## config.mk

```make
export PLATFORM = sky130hd
export DESIGN_NAME = qrs_div_cell
export DESIGN_NICKNAME = d
export VERILOG_FILES = /design/src/rtl/qrs_pkg.sv /design/src/rtl/qrs_div_cell.sv
export SDC_FILE = /design/constraint.sdc
export NUM_CORES = 1
export LEC_CHECK = 0
export ABC_AREA = 1
export BUFFER_PORTS_ARGS = -buffer_cell sky130_fd_sc_hd__buf_2
export CORE_AREA = 8 8 156 158
export CTS_CLUSTER_SIZE = 20
export DETAILED_ROUTE_END_ITERATION = 8
export DIE_AREA = 0 0 164 166
export GPL_TIMING_DRIVEN = 0
export PLACE_DENSITY = 0.48
export SETUP_SLACK_MARGIN = 0.5
export SYNTH_ARGS = -nofsm -noshare
export SYNTH_HDL_FRONTEND = slang
export SYNTH_SLANG_ARGS = --single-unit
export TNS_END_PERCENT = 100
```

## constraint.sdc

```tcl
create_clock -name clk -period 2 [get_ports clk]
set_clock_uncertainty 0.15 [all_clocks]
set_input_delay 0.3 -clock clk [delete_from_list [all_inputs] [get_ports clk]]
set_output_delay 0.3 -clock clk [all_outputs]
set_load 0.01 [all_outputs]
```

## src/rtl/qrs_pkg.sv

```systemverilog
`timescale 1ns / 1ps
package qrs_pkg;

    localparam int COEF_FRAC_BITS_DEF = 16;

    // Radicand, root and partial remainder widths of the square root chain.
    localparam int RAD_W  = 64;
    localparam int ROOT_W = 32;
    localparam int SREM_W = 34;

    // Divisor magnitude width and numerator magnitude width of the divider chain.
    localparam int DVS_W = 33;
    localparam int NUM_W = 33;

    localparam logic [2:0] ST_TWO      = 3'd0;
    localparam logic [2:0] ST_DOUBLE   = 3'd1;
    localparam logic [2:0] ST_NONE     = 3'd2;
    localparam logic [2:0] ST_LINEAR   = 3'd3;
    localparam logic [2:0] ST_HIGH_DEG = 3'd4;
    localparam logic [2:0] ST_DIV_ZERO = 3'd5;
    localparam logic [2:0] ST_SAT      = 3'd6;

    // Classification of an equation, settled once the discriminant is known.
    localparam logic [2:0] MODE_HIGH   = 3'd0;
    localparam logic [2:0] MODE_LIN0   = 3'd1;
    localparam logic [2:0] MODE_LIN    = 3'd2;
    localparam logic [2:0] MODE_QDIV0  = 3'd3;
    localparam logic [2:0] MODE_QSAT   = 3'd4;
    localparam logic [2:0] MODE_QNONE  = 3'd5;
    localparam logic [2:0] MODE_QDBL   = 3'd6;
    localparam logic [2:0] MODE_QTWO   = 3'd7;

    typedef struct packed {
        logic signed [31:0] coef_sq;
        logic signed [31:0] coef_lin;
        logic signed [31:0] coef_const;
        logic        [3:0]  poly_degree;
    } request_t;

    typedef struct packed {
        logic signed [63:0] discriminant;
        logic signed [31:0] root_low;
        logic signed [31:0] root_high;
        logic        [2:0]  status;
    } result_t;

    typedef struct packed {
        logic        [2:0]  mode;
        logic signed [63:0] disc;
        logic signed [31:0] a;
        logic signed [31:0] b;
        logic signed [31:0] c;
    } root_side_t;

    typedef struct packed {
        logic        [2:0]  mode;
        logic signed [63:0] disc;
        logic               neg1;
        logic               neg2;
    } div_side_t;

endpackage

```

## src/rtl/qrs_div_cell.sv

```systemverilog
`timescale 1ns / 1ps
module qrs_div_cell
#(
    parameter int NW = qrs_pkg::NUM_W + qrs_pkg::COEF_FRAC_BITS_DEF
)
(
    input  logic                        clk,
    input  logic [qrs_pkg::DVS_W-1:0]   rem_i,
    input  logic [NW-1:0]               dq_i,
    input  logic [qrs_pkg::DVS_W-1:0]   dvs_i,
    output logic [qrs_pkg::DVS_W-1:0]   rem_o,
    output logic [NW-1:0]               dq_o,
    output logic [qrs_pkg::DVS_W-1:0]   dvs_o
);

    logic [qrs_pkg::DVS_W:0]   trial;
    logic [qrs_pkg::DVS_W:0]   diff;
    logic                      ge;
    logic [qrs_pkg::DVS_W-1:0] rem_next;
    logic [NW-1:0]             dq_next;

    // The dividend leaves the top of dq as quotient bits enter at the bottom.
    always_comb
    begin
        trial    = {rem_i, dq_i[NW-1]};
        diff     = trial - {1'b0, dvs_i};
        ge       = (trial >= {1'b0, dvs_i});
        rem_next = ge ? diff[qrs_pkg::DVS_W-1:0] : trial[qrs_pkg::DVS_W-1:0];
        dq_next  = {dq_i[NW-2:0], ge};
    end

    always_ff @(posedge clk)
    begin
        rem_o <= rem_next;
        dq_o  <= dq_next;
        dvs_o <= dvs_i;
    end

endmodule

```

# Word level (Yosys, flattened, before mapping)
# Index checks and enable logic that the tools add are counted.
# totals
inputBits,116
output_inout_bits,115
regBits,115
# classes
n_addsub,1
order_cmp,1
n_mux,1
# op_table
op,n
34-bit by 33-bit >= comparator with 1-bit output,1
33-bit two-way mux,1
33-bit subtractor,1

# Longest topological paths before layout
# depth
ltp_word,2
mapped_depth,15

# Worst setup path after synthesis
# Ideal clock, no wire load.
# synth_timing
path_kind,input to register
startpoint,input dq_i[48]
endpoint,register rem_o[25] (netlist bit)
required_ps,1738
path_buffers,1
arrival_ps,1698
path_stages,13
setup_time_ps,112
setup_slack_ps,40
cell_sequence,inv_1 > ha_1 > inv_1 > fa_1 > nand3_1 > nand3_2 > nand2_1 > nand2_2 > nand2_4 > nand2_8 > buf_12 > nand3_2 > nand2_1
# synth_between
elab_chain_cells,2
word_cells_on_any_way,3
classes_between,add/sub (1); order compare (1); mux (1)
# synth_rtl
item,line,source
"start, declared",qrs_div_cell.sv:9,"input logic [NW-1:0] dq_i,"
33-bit subtractor or 34-bit by 33-bit >= comparator with 1-bit output (tied branches),"qrs_div_cell.sv:26, qrs_div_cell.sv:27",
33-bit two-way mux (*),qrs_div_cell.sv:28,rem_next = ge ? diff[qrs_pkg::DVS_W-1:0] : trial[qrs_pkg::DVS_W-1:0];
"named net rem_next, one bit",qrs_div_cell.sv:19,logic [qrs_pkg::DVS_W-1:0] rem_next;
"end signal, assigned",qrs_div_cell.sv:34,rem_o <= rem_next;
"end, declared",qrs_div_cell.sv:11,"output logic [qrs_pkg::DVS_W-1:0] rem_o,"
# The timed path passes the listed nets; every way through them passes the cells marked *.

# Worst setup path after layout
# layout_timing
startpoint,input dvs_i[28] (netlist bit)
endpoint,register rem_o[27] (netlist bit)
# layout_between
elab_chain_cells,2
# layout_rtl
item,line,source
"start, declared",qrs_div_cell.sv:10,"input logic [qrs_pkg::DVS_W-1:0] dvs_i,"
34-bit by 33-bit >= comparator with 1-bit output,qrs_div_cell.sv:27,"ge = (trial >= {1'b0, dvs_i});"
33-bit two-way mux,qrs_div_cell.sv:28,
"named net rem_next, one bit",qrs_div_cell.sv:19,
# The timed path passes the listed nets, and every way through them passes these cells.

==> summary.md <==
| Metric | Value |
|---|---|
| Yosys cell types | 29 |
| Synth top area cells | dfxtp_1 (41%), nand2_1 (19%), inv_1 (10%), ha_1 (7.4%), nand3_1 (4.8%) |
| Clock root buffer master | clkbuf_16 |
| VDD IR max | 0.552 mV |
| Post-route setup TNS | 0 ns |
| Post-DP HPWL | 15900 microns |
| H-tree depth | 4 |
| CTS tree | done |
| Fin nets | 1325 |
| Clk slew on worst S/H paths | 0.06 ns |
| Largest net degree at the start of global routing | 17 |
| Pwr dens | 783 nW/um^2 |
| Synthesized Nets | 944 |
| Required time of the critical path | 2.16 ns |
| Inserted Diodes | 0 |
| Total wire length | 21000 microns |
| Die Y | 166 microns |
| Sink Count | 115 |
| Final Util | 44.9% |
| Global-route wire length before repair | 32100 microns |
| Die area | 27200 sq um |
| Synth Instances | 794 |
| Switching Fraction | 31.3% |
| Routability-driven placement congestion ratio | 0.870 |
| Max-slew headroom | 80.6% |
| Hold_sp | rem_i[19] |
| DR DRC count | 0 |
| Post-synth top area cell | dfxtp_1 |
| Placed inst area | 7370 sq um |
| Ys Warns | 0 |
| Critical path startpoint category | primary input |
| Share of post-route cells with drive strength above 1 | 40.3% |
| Fill count | 2281 |
| Hold Violations, Final | 0 |
| Clock power share | 40.4% |
| Slew Viols, Final | 0 |
| Worst Setup End Kind | flop |
| Die W | 164 microns |
| Min-Delay Path Class | in -> reg |
| Int Pwr | 5340 uW |
| Hold endpoint | rem_o[20] |
| WHS Path Cells | 3 |
| Min cycle time layout | 1.78 ns |
| Io pins | 231 |
| Router iterations before antenna repair | 4 |
| Final ANT Viol Nets | 0 |
| Crit path DAT | 1.95 ns |
| Comb pwr share | 26.6% |
| Crit Path Category | in -> reg |
| Initial antenna violation count | 0 |
| Register bit total from synthesis | 115 |
| Vias | 6007 |
| Count of buffers from port buffering | 230 |
| Number of global-route vias before repair | 6201 |
| Area Growth Syn to Fin | 76.5% |
| Max_cap viols | 0 |
| Top-area cell type share of the netlist area | 41.0% |
| Final instance area | 9910 sq um |
| Tcrit/Tclk final | 89.2% |
| Via density | 4.08 |
| RSZ-0062 raised after global routing | true |
| Mapped Area | 5620 sq um |
| Crit Path Max Fanout | 7 |
| Core box area | 22100 sq um |
| DR WL/cell | 14.2 microns |
| GR Util All Layers | 15.0% |
| Sequential element share of the synthesized area | 41.0% |
| Floorplan row count | 55 |
| Syn_area_per_cell | 7.07 sq um |
| Most frequent cells in the layout | nand2_1 (242), buf_2 (226), inv_1 (126) |
| Final setup viols | 0 |
| Pleak | 0.00520 uW |
| Status | finished, final reports clean |
| CTS buffer count | 17 |
| Seq pwr share | 33.0% |
| Commonest non-fill, non-tap cell in the layout | nand2_1 |
| Iter 0 DRT Violations | 231 |
| CTS Buffer Depth | 2 |
| Overflow after GRT | 0 |
| Initial core utilization | 25.4% |
| Measured slew at the worst slew-check pin | 0.291 ns |
| Max Freq | 560 MHz |
| P_sw | 2430 uW |
worst max-delay path: stages:
cell and delay [ns]:
buf_2 0.11, inv_2 0.06, ha_4 0.21, nand2_4 0.10
inv_2 0.04, nand2_2 0.05, nand3_2 0.07, a21oi_2 0.14
nand2_2 0.08, nor2_4 0.24, nand2_8 0.13, buf_12 0.16
buf_16 0.13, nand3_2 0.06, nand2_1 0.05
what timing repair did:
item,in CTS,in global routing
gates cloned,2,2
resized for setup,117,44
buffers inserted,31,5
pin swaps,36,24
hold buffers,91,1
endpoints found under the setup margin,34,34
endpoints found under the hold margin,92,1
layer usage:
layer / global-route usage (%) / up-vias / share of wire [%]
met5: 0 / - / 0
met4: 4.47 / 0 / 1.3
met3: 3.50 / 15 / 7.5
met2: 25.2 / 179 / 45
met1: 18.5 / 2651 / 46
li1: - / 3162 / -
stage by stage:
stage	hold WS, ns	setup WS, ns	std cells	power, uW
floorplan	0.178	0.142	794	3570
global placement	0.252	-0.392	1309	4190
detailed placement	0.254	-0.380	1309	4200
global route	0.0129	0.0996	1473	8200
CTS	-0.0199	0.239	1465	7810
finish	0.00858	0.216	1473	7770
state kept, by name, summed over array words and instances (netlist names):
signal	cells
rem_o	33
dq_o	49
dvs_o	33
cells by family (layout without fill, tap and decap cells):
kind of cell,count (synthesis),count (layout),share of synthesized area (%)
AOI/OAI and AO/OA,24,24,2.23
xor gates and xnor gates,14,14,2.18
adders and majority gates,34,34,7.71
buffers and inverters,169,563,12.0
DFF,115,115,41.0
and+or+nand+nor,438,438,34.9
synth_stat cells (all sizes together):
library cell  number
ha                33
or2                2
o21ai              1
xnor2              1
xor2              13
nor3              11
inv              160
and2               5
buf                9
fa                 1
nand3b            10
nand4              2
nor2              41
a21o               2
nand3             69
a21oi             21
nand2            297
dfxtp            115
and3               1
worst max-delay path by stage:
stage	from	to	slack, ns	cells past startpoint
final	dvs_i[28]	rem_o[27]	0.22	15
after global routing	dvs_i[13]	rem_o[26]	0.1	17
after CTS	dq_i[48]	rem_o[26]	0.24	15
after detailed placement	dq_i[48]	rem_o[18]	-0.38	14
after global placement	dq_i[48]	rem_o[18]	-0.39	14
after floorplan	dq_i[48]	rem_o[28]	0.14	13
power by group through the flow:
stage	Clock [uW]	Combinational (uW)	Sequential, uW
after floorplan	0	828	2740
after global placement	0	1590	2610
after detailed placement	0	1590	2610
after CTS	3240	2000	2560
after global routing	3330	2280	2580
final	3140	2070	2560
layout make-up:
cell class                 count  area (sq um)  share of cell area (%)
multi-input combinational    510          3400                    34.3
tap                          285           357                    3.60
inverter                     160           623                    6.29
buffer                         9           108                    1.09
sequential                   115          2300                    23.2
timing repair buffer         362          2520                    25.5
clock inverter                15           173                    1.74
clock buffer                  17           425                    4.29
(Power assumes the default switching activity.)
