**src/rtl/qrs_pkg.sv**
```systemverilog
`timescale 1ns / 1ps
package qrs_pkg;

    localparam int COEF_FRAC_BITS_DEF = 16;

    // Radicand, root and partial remainder widths of the square root chain.
    localparam int RAD_W  = 64;
    localparam int ROOT_W = 32;
    localparam int SREM_W = 34;

    // Divisor magnitude width and numerator magnitude width of the divider chain.
    localparam int DVS_W = 33;
    localparam int NUM_W = 33;

    localparam logic [2:0] ST_TWO      = 3'd0;
    localparam logic [2:0] ST_DOUBLE   = 3'd1;
    localparam logic [2:0] ST_NONE     = 3'd2;
    localparam logic [2:0] ST_LINEAR   = 3'd3;
    localparam logic [2:0] ST_HIGH_DEG = 3'd4;
    localparam logic [2:0] ST_DIV_ZERO = 3'd5;
    localparam logic [2:0] ST_SAT      = 3'd6;

    // Classification of an equation, settled once the discriminant is known.
    localparam logic [2:0] MODE_HIGH   = 3'd0;
    localparam logic [2:0] MODE_LIN0   = 3'd1;
    localparam logic [2:0] MODE_LIN    = 3'd2;
    localparam logic [2:0] MODE_QDIV0  = 3'd3;
    localparam logic [2:0] MODE_QSAT   = 3'd4;
    localparam logic [2:0] MODE_QNONE  = 3'd5;
    localparam logic [2:0] MODE_QDBL   = 3'd6;
    localparam logic [2:0] MODE_QTWO   = 3'd7;

    typedef struct packed {
        logic signed [31:0] coef_sq;
        logic signed [31:0] coef_lin;
        logic signed [31:0] coef_const;
        logic        [3:0]  poly_degree;
    } request_t;

    typedef struct packed {
        logic signed [63:0] discriminant;
        logic signed [31:0] root_low;
        logic signed [31:0] root_high;
        logic        [2:0]  status;
    } result_t;

    typedef struct packed {
        logic        [2:0]  mode;
        logic signed [63:0] disc;
        logic signed [31:0] a;
        logic signed [31:0] b;
        logic signed [31:0] c;
    } root_side_t;

    typedef struct packed {
        logic        [2:0]  mode;
        logic signed [63:0] disc;
        logic               neg1;
        logic               neg2;
    } div_side_t;

endpackage

```
**src/rtl/qrs_sqrt_cell.sv**
```systemverilog
`timescale 1ns / 1ps
module qrs_sqrt_cell
(
    input  logic                              clk,
    input  logic [qrs_pkg::SREM_W-1:0]        rem_i,
    input  logic [qrs_pkg::ROOT_W-1:0]        root_i,
    input  logic [qrs_pkg::RAD_W-1:0]         rad_i,
    output logic [qrs_pkg::SREM_W-1:0]        rem_o,
    output logic [qrs_pkg::ROOT_W-1:0]        root_o,
    output logic [qrs_pkg::RAD_W-1:0]         rad_o
);

    localparam int ACC_W = qrs_pkg::SREM_W + 2;

    logic [ACC_W-1:0]           acc;
    logic [ACC_W-1:0]           trial;
    logic [ACC_W-1:0]           diff;
    logic                       ge;
    logic [qrs_pkg::SREM_W-1:0] rem_next;
    logic [qrs_pkg::ROOT_W-1:0] root_next;
    logic [qrs_pkg::RAD_W-1:0]  rad_next;

    // One root bit per cell: bring down the next two radicand bits and try 4r+1.
    always_comb
    begin
        acc       = {rem_i, rad_i[qrs_pkg::RAD_W-1 -: 2]};
        trial     = {2'b00, root_i, 2'b01};
        diff      = acc - trial;
        ge        = (acc >= trial);
        rem_next  = ge ? diff[qrs_pkg::SREM_W-1:0] : acc[qrs_pkg::SREM_W-1:0];
        root_next = {root_i[qrs_pkg::ROOT_W-2:0], ge};
        rad_next  = {rad_i[qrs_pkg::RAD_W-3:0], 2'b00};
    end

    always_ff @(posedge clk)
    begin
        rem_o  <= rem_next;
        root_o <= root_next;
        rad_o  <= rad_next;
    end

endmodule

```
**config.mk**
```make
export PLATFORM = sky130hd
export DESIGN_NAME = qrs_sqrt_cell
export DESIGN_NICKNAME = d
export VERILOG_FILES = /design/src/rtl/qrs_pkg.sv /design/src/rtl/qrs_sqrt_cell.sv
export SDC_FILE = /design/constraint.sdc
export NUM_CORES = 1
export LEC_CHECK = 0
export CAP_MARGIN = 0
export CORE_MARGIN = 10
export CORE_UTILIZATION = 55
export CTS_BUF_LIST = sky130_fd_sc_hd__clkbuf_8
export DETAILED_ROUTE_END_ITERATION = 6
export DONT_BUFFER_PORTS = 1
export GPL_TIMING_DRIVEN = 0
export HOLD_SLACK_MARGIN = 0.08
export PLACE_DENSITY_LB_ADDON = 0.3
export SYNTH_ARGS = -nofsm -noshare
export SYNTH_HDL_FRONTEND = slang
export SYNTH_SLANG_ARGS = --single-unit
export TNS_END_PERCENT = 1
```
**constraint.sdc**
```tcl
create_clock -name clk -period 2.4 [get_ports clk]
set_input_delay 0.24 -clock clk [delete_from_list [all_inputs] [get_ports clk]]
set_output_delay 0.24 -clock clk [all_outputs]
set_load 0.1 [all_outputs]
```
== Yosys cells after proc, flatten, opt, wreduce, memory -nomap -nowiden ==
Index checks and enable logic that the tools add are counted.

* Logic and storage cells: 6
* Output and inout bits: 130
* Register bits: 128

* Add/subtract/negate cells: 1
* Mux-type cells: 1
* Magnitude comparators: 1

{| class="wikitable"
|+ Operators by type and width
! cell !! count
|-
| 36-bit by 34-bit greater-or-equal comparator with 1-bit output || 1
|-
| 34-bit 2-to-1 mux || 1
|-
| 34-bit subtractor || 1
|}

== Longest topological paths before layout ==
* Depth after elaboration: 2
* Gate-level depth with buffers: 13
* Depth with buffers taken out: 10

== Worst setup path before layout ==
No wires, ideal clock.

* Kind: input -> register
* Start point: input port root_i[9] in the netlist's numbering
* End point: register rem_o[27] in the netlist's numbering
* Stages: 10
* Setup slack: 0.056 ns
* Data arrival time: 2.222 ns
* Required time: 2.279 ns
* Cell sequence: inv_1 -> ha_1 -> a21o_1 -> a31o_1 -> a211oi_4 -> o211ai_2 -> a21bo_2 -> mux2i_1 -> o221ai_1 -> mux2_4

* Word-level cells in the longest chain between the ends: 2
* Elaborated cells between the ends (all ways): 3

{| class="wikitable"
|+ RTL lines
! item !! line !! RTL
|-
| from (decl) || qrs_sqrt_cell.sv:6 || <nowiki>input logic [qrs_pkg::ROOT_W-1:0] root_i,</nowiki>
|-
| 34-bit subtractor / 36-bit by 34-bit greater-or-equal comparator with 1-bit output (equally long branches) || qrs_sqrt_cell.sv:28, qrs_sqrt_cell.sv:29 ||
|-
| 34-bit 2-to-1 mux (*) || qrs_sqrt_cell.sv:30 || <nowiki>rem_next = ge ? diff[qrs_pkg::SREM_W-1:0] : acc[qrs_pkg::SREM_W-1:0];</nowiki>
|-
| via rem_next, one bit || qrs_sqrt_cell.sv:19 || <nowiki>logic [qrs_pkg::SREM_W-1:0] rem_next;</nowiki>
|-
| to (signal assigned) || qrs_sqrt_cell.sv:37 || <nowiki>rem_o <= rem_next;</nowiki>
|-
| to (decl) || qrs_sqrt_cell.sv:8 || <nowiki>output logic [qrs_pkg::SREM_W-1:0] rem_o,</nowiki>
|}

Mark *: on every way through the listed nets, which the timed path passes. The rest lies on a longest branch.

== Worst setup path after layout ==
* Start point: input port root_i[3] in the netlist's numbering
* End point: register rem_o[26] in the netlist's numbering

The elaborated chain is that of the path after synthesis.

==> results_dict.tcl <==
set metrics [dict create \
    syn-cell-area_um2 5034 \
    final_cell_area_um2 6925 \
    post-route-min-period_ns 2.282 \
    cts-root-buf "clkbuf_8" \
    drive_above_1_share_pct 10.31 \
    synth_cell_types 62 \
    placed_cells 616 \
    final_nets 822 \
    placed_cell_areas_um2 5172 \
    yosysWarningCount 0 \
    grt_setup_unrepaired "no" \
    hpwl_mm 11.51 \
    core_um2 8806 \
    synth_ff_type "dfxtp_1" \
    setup_viol_count_final 0 \
    detail_route.wirelength.met1_mm 6.084 \
    place.port_buffers 0 \
    power.density_nw_per_um2 1010 \
    cp_max_fo 6 \
    start_util_pct 57.16 \
    finalSetupTns_ns 0 \
    die_w_um 115.7 \
    drt_drc 0 \
    global_route_wire_length_before_repair_mm 26.63 \
    critical_path_required_time_ns 2.77 \
    synthCells 507 \
    wire_per_inst_um 23.18 \
    final-hold-violation-count 0 \
    wl_met2_mm 9.495 \
    tightestPinTransition_ns 1.038 \
    synth_seq_cells 128 \
    setup.worst_path.class "in2reg" \
    ctsLongestPathBuffers 2 \
    dr.pass1.iters 5 \
    syn_avg_cell_area_um2 9.928 \
    arrival_ns 2.66 \
    drv_slew 0 \
    ys_async_sr_fraction_pct 0 \
    hold_path_startpoint "rad_i[62]" \
    synth-seq-area-share_pct 50.91 \
    ir_worst_vdd_v 0.0005674 \
    pin_count_of_the_biggest_net_entering_global_routing 17 \
    timing.hold.worst.class "in2reg" \
    routed.top_layer "met4" \
    gr-usage-all-layers_pct 26.15 \
    clk_transition_reported_paths_ns 0.09 \
    antenna_found_initial 1 \
    dp_slack_ns -0.3502 \
    tritoncts_clock_tree "built" \
    run_status "finished clean" \
    utilization_pct 78.64 \
    cts_max_level 4 \
    hold_depth 4 \
    ant_nets 0 \
    routed-via-count 4383 \
    synth_edf_count 0 \
    num_rows 34 \
    leakage_nw 3.080 \
    finalWirelength_mm 18.03 \
    critPathLaunchType "input pin" \
    route.detailed.vias_per_inst 5.634 \
    layout_setup_ws_ns 0.1180 \
    final_cell_count_no_fill 778 \
    detail_route.iter0.violations 220 \
    worstHoldEndpoint "rem_o[3]$_DFF_P_" \
    number_of_clock_buffers_inserted_by_tritoncts 17 \
    dieHeight_um 115.7 \
    end_kind "flip-flop" \
    timing.final.crit_share_pct 95.08 \
    ioPinCount 261 \
    grt_pass1_vias 4621 \
    flow.area_growth_from_synthesis_pct 37.58 \
    worst_slew_margin_rel_pct 30.73 \
    globalplace.congestion 0.8667 \
    max_cap_viol_count 0 \
    die_outline_area_um2 13380 \
    met3RoutedLength_mm 1.892 \
    globalRouteOverflowTotal 0 \
    tritoncts_num_sinks 128 \
    achievable-frequency_ghz 0.4382 \
]
layout make-up:
| class | count | area, um^2 |
|---|---|---|
| Inverter | 43 | 162.7 |
| Sequential cell | 128 | 2562 |
| Fill cell | 552 | 1881 |
| Timing Repair Buffer | 130 | 1296 |
| Tap cell | 108 | 135.1 |
| Antenna cell | 1 | 2.502 |
| Buffer | 16 | 97.59 |
| Clock inverter | 14 | 205.2 |
| Multi-Input combinational cell | 321 | 2230 |
| Clock buffer | 17 | 234.0 |
layer usage:
metal  up-vias  global-route usage (%)
li1       2040                       -
met1      2052                   25.36
met2       243                   47.52
met3        48                   11.37
met4         0                   11.26
met5         -                       0
worst max-delay path by stage:
stage | startpoint | to | slack, ns
final | root_i[3] | rem_o[26]$_DFF_P_ | 0.12
after global routing | root_i[25] | rem_o[16]$_DFF_P_ | 0.02
after CTS | root_i[7] | rem_o[1]$_DFF_P_ | 0.11
after detailed placement | root_i[7] | rem_o[1]$_DFF_P_ | -0.35
after global placement | root_i[7] | rem_o[33]$_DFF_P_ | -0.31
after floorplan | root_i[9] | rem_o[27]$_DFF_P_ | 0.06
timing repair:
item,in CTS,in global routing
setup buffers,0,2
endpoints found under the setup margin,0,28
hold endpoints to repair,127,0
hold buffers,128,0
gates resized for setup,0,3
worst max-delay path, stage by stage:
cell	delay [ns]
inv_1	0.02
ha_1	0.36
a21o_1	0.24
or3_1	0.30
o21a_1	0.23
a311oi_2	0.34
o21ai_2	0.18
a31oi_4	0.25
mux2i_1	0.30
a31o_1	0.20
cell usage after synthesis (2+ instances only):
library cell / instances / share of area, %
mux2i_1: 4 / 0.80
xnor2_1: 14 / 2.4
nor2_1: 18 / 1.3
and3_2: 3 / 0.45
dfxtp_1: 128 / 51
and2_2: 2 / 0.30
o31a_1: 2 / 0.35
xor2_1: 13 / 2.3
o21ai_0: 41 / 4.1
a31o_1: 2 / 0.35
buf_2: 6 / 0.60
nand4_1: 6 / 0.75
inv_1: 42 / 3.1
nand3_1: 6 / 0.60
and3_1: 2 / 0.25
buf_4: 2 / 0.30
a21o_1: 19 / 2.8
a21boi_0: 2 / 0.30
a31oi_1: 4 / 0.50
o31ai_1: 4 / 0.60
nand2_1: 58 / 4.3
o221ai_1: 2 / 0.35
clkbuf_2: 2 / 0.20
o211ai_1: 2 / 0.30
o21ai_1: 4 / 0.40
nor3_1: 10 / 0.99
o21a_1: 3 / 0.45
a21oi_1: 28 / 2.8
clkbuf_1: 4 / 0.30
nand2b_1: 5 / 0.62
and2_1: 3 / 0.37
ha_1: 34 / 8.5
o41ai_2: 3 / 0.97
placed cells by master, fill, tap and decap left out, types with 13 or more instances in the layout:
cell type | Yosys | routed
nand2_1 | 58 | 58
nor2_1 | 18 | 18
xnor2_1 | 14 | 14
a21oi_1 | 28 | 28
dfxtp_1 | 128 | 128
xor2_1 | 13 | 13
o21ai_0 | 41 | 41
a21o_1 | 19 | 19
dlygate4sd3_1 | 0 | 128
inv_1 | 42 | 42
clkbuf_8 | 1 | 18
ha_1 | 34 | 34
per-stage QoR:
step	total power, mW	hold WS (ns)
6_report	6.998	0.1838
5_1_grt	7.207	0.1774
4_1_cts	6.949	0.1716
3_5_place_dp	4.726	0.2678
3_3_place_gp	4.708	0.2678
2_1_floorplan	4.538	0.2677
power by group:
| group | leakage (nW) | total (mW) | internal (mW) | switching [mW] |
|---|---|---|---|---|
| registers | 1.08 | 4.00 | 2.33 | 1.67 |
| logic | 1.79 | 0.896 | 0.431 | 0.465 |
| clock network | 0.214 | 2.10 | 1.15 | 0.954 |
| total | 3.08 | 7.00 | 3.91 | 3.08 |
registers in the layout, summed over array words and instances (netlist names):
name / count
rad_o: 62
rem_o: 34
root_o: 32
cells by family (layout without fill, tap and decap cells):
family	after synthesis	after routing	share of synthesized area (%)
AOI/OAI and AO/OA	133	133	18.52
DFF	128	128	50.91
and+or+nand+nor	120	120	11.14
buffers and inverters	59	220	5.120
adders and majority gates	34	34	8.451
xor gates and xnor gates	27	27	4.698
muxes	5	5	1.094
other	1	3	0.07450
(Power assumes the default switching activity.)
